===== src/hdl/dds_pkg.sv =====
// Shared types, constants and width helpers for the decimal digit square root block.
package dds_pkg;

  localparam int RADICAND_W = 60;
  localparam int INT_W      = 30;
  localparam int FRAC_W     = 27;

  // Default digit places of the root: 10^TOP_POWER down to 10^-FRAC_DIGITS
  localparam int TOP_POWER_DEF   = 8;
  localparam int FRAC_DIGITS_DEF = 8;

  // BCD image of the radicand, sized for every supported top place
  localparam int DIGIT_W    = 4;
  localparam int BCD_DIGITS = 20;
  localparam int BCD_W      = BCD_DIGITS * DIGIT_W;
  localparam int PAIR_W     = 7;

  localparam logic [DIGIT_W-1:0] DIGIT_MAX    = 4'd9;
  localparam logic [DIGIT_W-1:0] DIGIT_ADJUST = 4'd3;
  localparam logic [DIGIT_W-1:0] DIGIT_HALF   = 4'd5;

  typedef logic [BCD_DIGITS-1:0][DIGIT_W-1:0] digits_t;

  // Upper bound on the bit length of 10^n (log2(10) rounded up to 3.3220)
  function automatic int pow10_bits(input int n);
    return (n * 33220) / 10000 + 1;
  endfunction

endpackage


===== src/hdl/dds_stream_if.sv =====
// Valid/ready channels for the radicand and the root result.
interface dds_req_if (
  input logic clk
);
  logic                           valid;
  logic                           ready;
  logic [dds_pkg::RADICAND_W-1:0] radicand;

  modport source (input clk, output valid, output radicand, input ready);
  modport sink   (input clk, input valid, input radicand, output ready);
endinterface

interface dds_res_if (
  input logic clk
);
  logic                       valid;
  logic                       ready;
  logic [dds_pkg::INT_W-1:0]  root_integer;
  logic [dds_pkg::FRAC_W-1:0] root_fraction;

  modport source (input clk, output valid, output root_integer, output root_fraction,
                  input ready);
  modport sink   (input clk, input valid, input root_integer, input root_fraction,
                  output ready);
endinterface


===== src/hdl/dds_bcd_conv.sv =====
// Bit-serial binary to BCD converter (shift and add-3), one radicand bit per cycle.
module dds_bcd_conv (
  input  logic                           clk,
  input  logic                           rst,
  input  logic                           in_valid,
  output logic                           in_ready,
  input  logic [dds_pkg::RADICAND_W-1:0] radicand,
  output logic                           out_valid,
  input  logic                           out_ready,
  output dds_pkg::digits_t               digits
);

  localparam int CNT_W = $clog2(dds_pkg::RADICAND_W);

  typedef enum logic [1:0] {
    C_IDLE,
    C_SHIFT,
    C_HOLD
  } conv_state_t;

  conv_state_t                    state;
  logic [CNT_W-1:0]               cnt;
  logic [dds_pkg::RADICAND_W-1:0] bin;
  logic [dds_pkg::BCD_W-1:0]      adj_flat;
  dds_pkg::digits_t               digits_next;

  // Add 3 to every digit of 5 or more before the shift
  always_comb begin
    for (int i = 0; i < dds_pkg::BCD_DIGITS; i++) begin
      if (digits[i] >= dds_pkg::DIGIT_HALF) begin
        adj_flat[i*dds_pkg::DIGIT_W +: dds_pkg::DIGIT_W] = digits[i] + dds_pkg::DIGIT_ADJUST;
      end else begin
        adj_flat[i*dds_pkg::DIGIT_W +: dds_pkg::DIGIT_W] = digits[i];
      end
    end
  end

  assign digits_next = {adj_flat[dds_pkg::BCD_W-2:0], bin[dds_pkg::RADICAND_W-1]};
  assign in_ready    = (state == C_IDLE);
  assign out_valid   = (state == C_HOLD);

  always_ff @(posedge clk) begin
    if (rst) begin
      state <= C_IDLE;
      cnt   <= '0;
    end else begin
      case (state)
        C_IDLE: begin
          if (in_valid) begin
            bin    <= radicand;
            digits <= '0;
            cnt    <= '0;
            state  <= C_SHIFT;
          end
        end
        C_SHIFT: begin
          digits <= digits_next;
          bin    <= {bin[dds_pkg::RADICAND_W-2:0], 1'b0};
          cnt    <= cnt + 1'b1;
          if (cnt == CNT_W'(dds_pkg::RADICAND_W - 1)) begin
            state <= C_HOLD;
          end
        end
        C_HOLD: begin
          if (out_ready) begin
            state <= C_IDLE;
          end
        end
        default: state <= C_IDLE;
      endcase
    end
  end

endmodule


===== src/hdl/dds_root_unit.sv =====
// Decimal digit-by-digit root: one place per pass, each digit found by a 4-step bit search.
module dds_root_unit #(
  parameter int TOP_POWER   = dds_pkg::TOP_POWER_DEF,
  parameter int FRAC_DIGITS = dds_pkg::FRAC_DIGITS_DEF
) (
  input  logic                       clk,
  input  logic                       rst,
  input  logic                       bcd_valid,
  output logic                       bcd_ready,
  input  dds_pkg::digits_t           bcd_digits,
  output logic                       res_valid,
  input  logic                       res_ready,
  output logic [dds_pkg::INT_W-1:0]  root_integer,
  output logic [dds_pkg::FRAC_W-1:0] root_fraction
);

  localparam int NPLACE  = TOP_POWER + FRAC_DIGITS + 1;
  localparam int RW      = dds_pkg::pow10_bits(NPLACE);
  localparam int REMW    = RW + 8;
  localparam int R20W    = RW + 5;
  localparam int TW      = REMW + 1;
  localparam int PLACE_W = $clog2(NPLACE);
  localparam int HI_IDX  = 2 * TOP_POWER + 1;
  localparam int LO_IDX  = 2 * TOP_POWER;
  localparam int DW      = dds_pkg::DIGIT_W;

  typedef enum logic [1:0] {
    R_IDLE,
    R_BRING,
    R_TEST,
    R_DONE
  } root_state_t;

  root_state_t                state;
  dds_pkg::digits_t           digits;
  logic [REMW-1:0]            rem;
  logic [R20W-1:0]            r20;
  logic [DW-1:0]              dig;
  logic [1:0]                 bitpos;
  logic [PLACE_W-1:0]         place;
  logic                       sat;
  logic [dds_pkg::INT_W-1:0]  int_acc;
  logic [dds_pkg::FRAC_W-1:0] frac_acc;

  logic                         sat_in;
  logic [dds_pkg::PAIR_W-1:0]   pair;
  logic [REMW-1:0]              rem_next;
  logic [R20W-1:0]              r20_next;
  logic [DW-1:0]                bval;
  logic [TW-1:0]                base;
  logic [TW-1:0]                term;
  logic [TW-1:0]                diff;
  logic                         fits;
  logic [DW-1:0]                dig_next;
  logic [DW-1:0]                d_used;
  logic [dds_pkg::INT_W-1:0]    int_next;
  logic [dds_pkg::FRAC_W-1:0]   frac_next;
  logic                         res_load;

  // A nonzero digit above the top pair means digit 10 would fit: saturate
  always_comb begin
    sat_in = 1'b0;
    for (int i = 0; i < dds_pkg::BCD_DIGITS; i++) begin
      if (i > HI_IDX) begin
        sat_in = sat_in | (bcd_digits[i] != '0);
      end
    end
  end

  // Bring in the next pair: rem*100 + pair, and fold the last digit into 20*root
  assign pair = dds_pkg::PAIR_W'({digits[HI_IDX], 3'b000})
              + dds_pkg::PAIR_W'({digits[HI_IDX], 1'b0})
              + dds_pkg::PAIR_W'(digits[LO_IDX]);
  assign rem_next = (rem << 6) + (rem << 5) + (rem << 2) + REMW'(pair);
  assign r20_next = (r20 << 3) + (r20 << 1)
                  + R20W'({dig, 4'b0000}) + R20W'({dig, 2'b00});

  // Raising the digit by b costs b*(20*root + 2*dig + b)
  assign bval  = DW'(1) << bitpos;
  assign base  = TW'(r20) + TW'({dig, 1'b0}) + TW'(bval);
  assign term  = base << bitpos;
  assign diff  = TW'(rem) - term;
  assign fits  = ~diff[TW-1];

  assign dig_next  = fits ? (dig | bval) : dig;
  assign d_used    = sat ? dds_pkg::DIGIT_MAX : dig_next;
  assign int_next  = (int_acc << 3) + (int_acc << 1) + dds_pkg::INT_W'(d_used);
  assign frac_next = (frac_acc << 3) + (frac_acc << 1) + dds_pkg::FRAC_W'(d_used);

  assign bcd_ready = (state == R_IDLE);
  assign res_load  = (state == R_DONE) && (!res_valid || res_ready);

  always_ff @(posedge clk) begin
    if (rst) begin
      state     <= R_IDLE;
      res_valid <= 1'b0;
      bitpos    <= '0;
      place     <= '0;
    end else begin
      if (res_load) begin
        res_valid <= 1'b1;
      end else if (res_ready) begin
        res_valid <= 1'b0;
      end
      case (state)
        R_IDLE: begin
          if (bcd_valid) begin
            digits   <= bcd_digits;
            rem      <= '0;
            r20      <= '0;
            dig      <= '0;
            place    <= '0;
            int_acc  <= '0;
            frac_acc <= '0;
            sat      <= sat_in;
            state    <= R_BRING;
          end
        end
        R_BRING: begin
          rem    <= rem_next;
          r20    <= r20_next;
          dig    <= '0;
          bitpos <= 2'd3;
          digits <= {digits[dds_pkg::BCD_DIGITS-3:0], 8'h00};
          state  <= R_TEST;
        end
        R_TEST: begin
          if (fits) begin
            rem <= diff[REMW-1:0];
          end
          dig    <= dig_next;
          bitpos <= bitpos - 1'b1;
          if (bitpos == 2'd0) begin
            if (place < PLACE_W'(TOP_POWER + 1)) begin
              int_acc <= int_next;
            end else begin
              frac_acc <= frac_next;
            end
            if (place == PLACE_W'(NPLACE - 1)) begin
              state <= R_DONE;
            end else begin
              place <= place + 1'b1;
              state <= R_BRING;
            end
          end
        end
        R_DONE: begin
          // Hold until the output register is free
          if (res_load) begin
            root_integer  <= int_acc;
            root_fraction <= frac_acc;
            state         <= R_IDLE;
          end
        end
        default: state <= R_IDLE;
      endcase
    end
  end

endmodule


===== src/hdl/decimal_digit_square_root.sv =====
// Decimal square root: radicand in, integer part and truncated fraction digits out.
// The radicand is first turned into BCD by a bit-serial shift-and-add-3 converter
// and then handed over to the root unit. The root unit works one decimal place at a
// time from 10^TOP_POWER down to 10^-FRAC_DIGITS: a bring step brings the next digit
// pair into the remainder, then a bit search finds the digit from its top bit down.
// The converter takes the next radicand as soon as it has handed the previous one
// over, so it can convert a new radicand while the root unit works on the last one;
// the pace is set by the root unit's single shared subtractor. The result sits in
// an output register until taken; a radicand of 10^(2*TOP_POWER+2) or more
// saturates every digit to 9.
module decimal_digit_square_root #(
  parameter int TOP_POWER   = dds_pkg::TOP_POWER_DEF,
  parameter int FRAC_DIGITS = dds_pkg::FRAC_DIGITS_DEF
) (
  input logic      clk,
  input logic      rst,
  dds_req_if.sink   request,
  dds_res_if.source result
);

  logic             bcd_valid;
  logic             bcd_ready;
  dds_pkg::digits_t bcd_digits;

  dds_bcd_conv u_conv (
    .clk       (clk),
    .rst       (rst),
    .in_valid  (request.valid),
    .in_ready  (request.ready),
    .radicand  (request.radicand),
    .out_valid (bcd_valid),
    .out_ready (bcd_ready),
    .digits    (bcd_digits)
  );

  dds_root_unit #(
    .TOP_POWER   (TOP_POWER),
    .FRAC_DIGITS (FRAC_DIGITS)
  ) u_root (
    .clk           (clk),
    .rst           (rst),
    .bcd_valid     (bcd_valid),
    .bcd_ready     (bcd_ready),
    .bcd_digits    (bcd_digits),
    .res_valid     (result.valid),
    .res_ready     (result.ready),
    .root_integer  (result.root_integer),
    .root_fraction (result.root_fraction)
  );

endmodule


===== src/flat_wrapper.sv =====
// flat-port wrapper written by rule: the top's interface ports become plain ports
module decimal_digit_square_root_flat 
#(
  parameter int TOP_POWER   = dds_pkg::TOP_POWER_DEF,
  parameter int FRAC_DIGITS = dds_pkg::FRAC_DIGITS_DEF
)
  (clk, rst, request_valid, request_radicand, request_ready, result_valid, result_root_integer, result_root_fraction, result_ready);
  dds_req_if request_i (.clk(clk));
  dds_res_if result_i (.clk(clk));
  input logic clk;
  input logic rst;
  input wire logic [$bits(request_i.valid)-1:0] request_valid;
  input wire logic [$bits(request_i.radicand)-1:0] request_radicand;
  output wire logic [$bits(request_i.ready)-1:0] request_ready;
  output wire logic [$bits(result_i.valid)-1:0] result_valid;
  output wire logic [$bits(result_i.root_integer)-1:0] result_root_integer;
  output wire logic [$bits(result_i.root_fraction)-1:0] result_root_fraction;
  input wire logic [$bits(result_i.ready)-1:0] result_ready;
  assign request_i.valid = request_valid;
  assign request_i.radicand = request_radicand;
  assign request_ready = request_i.ready;
  assign result_valid = result_i.valid;
  assign result_root_integer = result_i.root_integer;
  assign result_root_fraction = result_i.root_fraction;
  assign result_i.ready = result_ready;
  decimal_digit_square_root #(.TOP_POWER(TOP_POWER), .FRAC_DIGITS(FRAC_DIGITS)) u_core (.clk(clk), .rst(rst), .request(request_i), .result(result_i));
endmodule

===== config.mk =====
export PLATFORM = sky130hd
export DESIGN_NAME = decimal_digit_square_root_flat
export DESIGN_NICKNAME = d
export VERILOG_FILES = /design/src/hdl/dds_pkg.sv /design/src/hdl/dds_stream_if.sv /design/src/hdl/dds_bcd_conv.sv /design/src/hdl/dds_root_unit.sv /design/src/hdl/decimal_digit_square_root.sv /design/src/flat_wrapper.sv
export SDC_FILE = /design/constraint.sdc
export NUM_CORES = 2
export LEC_CHECK = 0
export ABC_AREA = 1
export BUFFER_PORTS_ARGS = -buffer_cell sky130_fd_sc_hd__buf_4
export CAP_MARGIN = 0
export CORE_UTILIZATION = 30
export CTS_BUF_LIST = sky130_fd_sc_hd__clkbuf_16
export CTS_CLUSTER_SIZE = 20
export DETAILED_ROUTE_END_ITERATION = 8
export SLEW_MARGIN = 20
export SYNTH_ARGS = -nofsm -noshare
export SYNTH_HDL_FRONTEND = slang
export SYNTH_SLANG_ARGS = --single-unit
export TNS_END_PERCENT = 50

===== constraint.sdc =====
create_clock -name clk -period 15.5 [get_ports clk]
set_input_delay 1.55 -clock clk [delete_from_list [all_inputs] [get_ports clk]]
set_output_delay 1.55 -clock clk [all_outputs]
set_load 0.02 [all_outputs]

Word level (Yosys, flattened, before mapping)
Index checks and enable logic that the tools add are counted.
W data, S select, Z words.
- $add $sub $neg: 38
- $lt $le $gt $ge: 21
- equal/unequal tests: 17
- shifts and indexed selects: 2
- muxes and demuxes: 61
- bitwise operators: 3
- reduce and logical (&&, ||, !) cells: 26
- operators by type and width (operator ; number):
    $pmux W65 S3 ; 1
    $pmux W80 S2 ; 1
    $pmux W72 S2 ; 1
    $add A65 B65 Y65 ; 2
    $mux W65 ; 2
    $pmux W62 S2 ; 1
    $pmux W60 S2 ; 1
    $mux W30 ; 3
    $mux W4 ; 22
    $mux W27 ; 3
    $ge A4 B3 Y1 const B ; 20
    $mux W80 ; 1
    $add A4 B2 Y4 const B ; 19
    $mux W72 ; 1
    $shl A64 B2 Y66 ; 1
    $sub A65 B66 Y66 ; 1
    $add A65 B7 Y65 ; 1
    $add A63 B4 Y64 ; 1
    $add A62 B5 Y63 ; 1
    $add A62 B6 Y62 ; 1
    $add A62 B62 Y62 ; 1
    $add A62 B8 Y62 ; 1
    $mux W62 ; 1
    $mux W60 ; 1
    45 further kinds ; 80
- flip-flop bits (word level): 476
- word-level logic and storage cells: 221

Depth between registers and ports, before layout
- depth after elaboration: 10
- gate-level depth with buffers: 52

Modules after synthesis
From an unflattened synthesis, not the netlist that was laid out.
- cells, all modules: 5961
- area total of the unflattened synthesis: 44393.8 um2
- modules (own cells, without submodules) (module ; times used ; cells each ; area each (um2)):
    dds_root_unit ; 1 ; 5068 ; 36575.1
    dds_bcd_conv ; 1 ; 893 ; 7818.7

Worst setup path before layout
Ideal clock, no wire load.
- path type: input port to flip-flop
- start point: input rst
- end point: register u_core.u_root.digits[0] (netlist bit) (enable)
- setup time: 0.667 ns
- arrival time: 8.240 ns
- required time: 14.833 ns
- slack: 6.593 ns
- cell stages on the path: 4
- path buffers: 1
- cell sequence: clkbuf_1 nor2_1 inv_1 a21oi_1
- word-level cells in the longest chain between the ends: 2
- ends and longest elaborated chain (what ; line ; source):
    start, declared ; flat_wrapper.sv:11 ; input logic rst;
    $not A1 Y1 (no source line) ; - ;
    $reduce_and A3 Y1 (no source line) ; - ;
    end signal, assigned ; dds_root_unit.sv:108 ; digits <= bcd_digits;
    end signal, assigned ; dds_root_unit.sv:124 ; digits <= {digits[dds_pkg::BCD_DIGITS-3:0], 8'h00};
    end, declared ; dds_root_unit.sv:35 ; dds_pkg::digits_t digits;
Every way passes these cells.
A chain may end at the register's enable or synchronous reset.

Worst setup path after layout
- start point: register u_core.u_root.bitpos[1]
- end point: register u_core.u_root.int_acc[16] (netlist bit), data pin
- word-level cells in the longest chain between the ends: 10
- elaborated cells between the ends (all ways): 11
- classes of those cells: add/sub: 3; shift: 2; mux: 5; bitwise: 1
- ends and longest elaborated chain (what ; line ; source):
    start, declared ; dds_root_unit.sv:39 ; logic [1:0] bitpos;
    start signal, assigned ; dds_root_unit.sv:132 ; bitpos <= bitpos - 1'b1;
    $shl A1 B2 Y4 ; dds_root_unit.sv:79 ; assign bval = DW'(1) << bitpos;
    $add A63 B4 Y64 ; dds_root_unit.sv:80 ; assign base = TW'(r20) + TW'({dig, 1'b0}) + TW'(bval);
    $shl A64 B2 Y66 ; dds_root_unit.sv:81 ; assign term = base << bitpos;
    $sub A65 B66 Y66 ; dds_root_unit.sv:82 ; assign diff = TW'(rem) - term;
    $mux W4 (*) ; dds_root_unit.sv:85 ; assign dig_next = fits ? (dig | bval) : dig;
    $mux W4 (*) ; dds_root_unit.sv:86 ; assign d_used = sat ? dds_pkg::DIGIT_MAX : dig_next;
    $add A30 B4 Y30 (*) ; dds_root_unit.sv:87 ; assign int_next = (int_acc << 3) + (int_acc << 1) + dds_pkg::INT_W'(d_used);
    $mux W30 (*) ; dds_root_unit.sv:134 ; if (place < PLACE_W'(TOP_POWER + 1)) begin
    $mux W30 (*) ; dds_root_unit.sv:133 ; if (bitpos == 2'd0) begin
    $pmux W30 S2 (*) ; dds_root_unit.sv:105 ; case (state)
    end signal, assigned ; dds_root_unit.sv:135 ; int_acc <= int_next;
    end, declared ; dds_root_unit.sv:42 ; logic [dds_pkg::INT_W-1:0] int_acc;
Every way passes the cells marked *; elsewhere a longest branch is shown, timed or not. The select of a mux whose other input is x is not followed.

==> out/results.txt <==
Top FF cell, synth = edfxtp_1
Max_slew headroom = 28.1%
Post-synth EDFFs = 456
Core area = 0.146 mm^2
Syn Inst Count = 6006
Root buffer cell = clkbuf_16
Pwr per Cell Area = 171 mW/mm^2
Critical path arrival = 8.87 ns
IO Port Bufs = 122
R2R setup slack = 7.05 ns
Most used cell, CP = nand2_1
Vias per cell = 5.08
Endpoint class of the critical path = register
# diodes = 0
Mapped Nets = 6670
Seq cells post-synth = 474
Final Hold Vio Count = 0
Die area = 0.148 mm^2
Number of global-route vias before repair = 39.2k
Post-CTS resize count = 0
Min Tclk post-route = 8.45 ns
Max incr delay on CP = 0.52 ns
Skew-Pair Late Insertion Delay = 0.68 ns
Boundary pin count = 123
Mapped Area = 0.0439 mm^2
Initial antenna violation count = 2
Pin count of the biggest net entering global routing = 161
Synth top area share = 31.2%
WP buf/inv = 7
Peak supply drop = 0.105 mV
Final setup viols = 0
Ys Warns = 0
Cts hold-fix bufs = 0
Cell Rows = 140
Layout cell share with drive strength beyond 1 = 5.04%
Worst Tran Pin Value = 1.08 ns
Syn avg cell area = 7.32 um^2
DRT antenna net count = 0
Final count of pins violating max slew = 0
CTS clk-pin slew, worst paths = 0.07 ns
DRC violations left = 0
Initial core utilization = 30.2%
Synth async-reset ratio = 0%
Synth area leader = edfxtp_1
Placer Congestion = 1.04
Die Y = 385 um
Startpoint types = register
Total clock sinks = 474
Run status = finished, final reports clean
P_leak = 0.0214 uW
Overall routing resource usage = 18.7%
Max FO, Critical Path = 65
Commonest non-fill, non-tap cells in the layout = nand2_1, inv_1, nor2_1
Clock tree buffer depth = 3
Total negative slack = 0 ns
Via count = 41.0k
Slowest cell on crit path = buf_4
Commonest non-fill, non-tap cell in the layout = nand2_1
Final period utilization = 54.5%
Ranking of synthesized cells by area = edfxtp_1, ha_1, nand2_1
Drt first-iter violations = 3420
Sequential share of the synthesized area = 32.0%
Crit-path leading delay family = adder cells
Clock Skews = 0.0547 ns
CTS tree = yes
DP Wirelength = 114 mm
Final worst slack = 7.05 ns
Area Overhead vs Synth = 11.7%
First-pass GRT wire length = 218 mm
Routed WL = 142 mm
Htree depth = 2
WL/cell = 17.6 um
Hold WC Path Type = reg2reg
Post-CTS setup buffer count = 0
Synth cell types = 53
Worst Path Required = 15.91 ns
Final nets = 6769
Die X-Extent = 385 um
Max_cap viols = 0
Pre-CTS setup slack = 7.06 ns
Unrepaired setup endpoints after global routing = false
Kind of critical path = reg2reg
Filler cells = 15.4k
Fmax = 118 MHz
CTS buffer count = 57
Drt pass-1 iters = 8
GRT overflow = 0
==> metrics by stage <==
stage | power (uW) | util [%] | std cells | cell area, um^2 | hold WS [ns]
6_report | 8390 | 33.7 | 8071 | 49100 | 0.426
4_1_cts | 8330 | 33.7 | 8071 | 49100 | 0.430
3_5_place_dp | 6890 | 32.4 | 7963 | 47100 | 0.416
2_1_floorplan | 5400 | - | 6006 | 43900 | 0.400
5_1_grt | 9110 | 33.7 | 8071 | 49100 | 0.440
3_3_place_gp | 6850 | 32.4 | 7963 | 47100 | 0.404
==> cell usage after synthesis (60+ instances only) <==
library cell and instances:
inv_1 754, clkbuf_1 66, ha_1 523, nand2_1 1461, nand3_1 431, nor2_1 707, nor3_1 76, edfxtp_1 456
o21ai_0 466, fa_1 77, a21oi_1 548, nand4_1 60
==> cell type report <==
class | count | area (um^2) | share of cell area (%)
Multi-Input combinational cell | 4674 | 26700 | 54.5
Sequential cell | 474 | 14100 | 28.6
Clock inverter | 51 | 537 | 1.09
Tap cell | 1917 | 2400 | 4.89
Clock buffer | 57 | 1430 | 2.91
Inverter | 758 | 2850 | 5.80
Timing Repair Buffer | 140 | 1080 | 2.19
==> power by group <==
group          total [uW]  switching (uW)  internal, uW
Combinational        5160            3560          1600
Sequential           1830             190          1640
Clock                1400             588           810
==> per-layer routing <==
layer  vias to the layer above  global-route usage (%)  part of all wire (%)
li1                      20400                       -                     -
met1                     19100                    24.9                    44
met2                      1170                    30.2                    45
met3                       280                    2.32                   5.8
met4                         4                    8.13                   4.7
met5                         -                       0                 0.016
==> logic make-up after synthesis <==
group / count (synthesis) / synth area share, %
adder cells (fa/ha/maj): 600 / 18.4
XOR/XNOR: 61 / 1.22
buffers and inverters: 858 / 7.35
flip-flops: 474 / 32.0
AND/OR/NAND/NOR: 2850 / 27.0
AO/OA/AOI/OAI: 1163 / 14.0
==> registers in the layout, indices dropped and copies added, names as in the netlist, 27 cells and up <==
| signal | count |
|---|---|
| u_core.u_root.int_acc | 30 |
| u_core.u_root.digits | 72 |
| u_core.u_root.root_integer | 30 |
| u_core.u_root.r20 | 60 |
| u_core.u_root.root_fraction | 27 |
| u_core.u_root.frac_acc | 27 |
| u_core.u_conv.digits | 80 |
| u_core.u_conv.bin | 60 |
| u_core.u_root.rem | 65 |
==> worst register-to-register path, delay by kind of cell, from the launching register on <==
kind | cells | cell delay, ns
AOI/OAI and AO/OA | 7 | 1.32
buffers and inverters | 7 | 0.98
adders and majority gates | 7 | 2.80
DFF | 1 | 0.31
xor gates and xnor gates | 1 | 0.23
and+or+nand+nor | 19 | 2.56
==> final timing paths <==
path / start / end / cells after the start
worst max-delay path: u_core.u_root.bitpos[1] / u_core.u_root.int_acc[16] / 41
worst min-delay path: u_core.u_root.int_acc[29] / u_core.u_root.root_integer[29] / 0
worst max register to register: u_core.u_root.bitpos[1] / u_core.u_root.int_acc[16] / 41
worst min register to register: u_core.u_root.int_acc[29] / u_core.u_root.root_integer[29] / 0
Power figures use the tool's default switching activity.
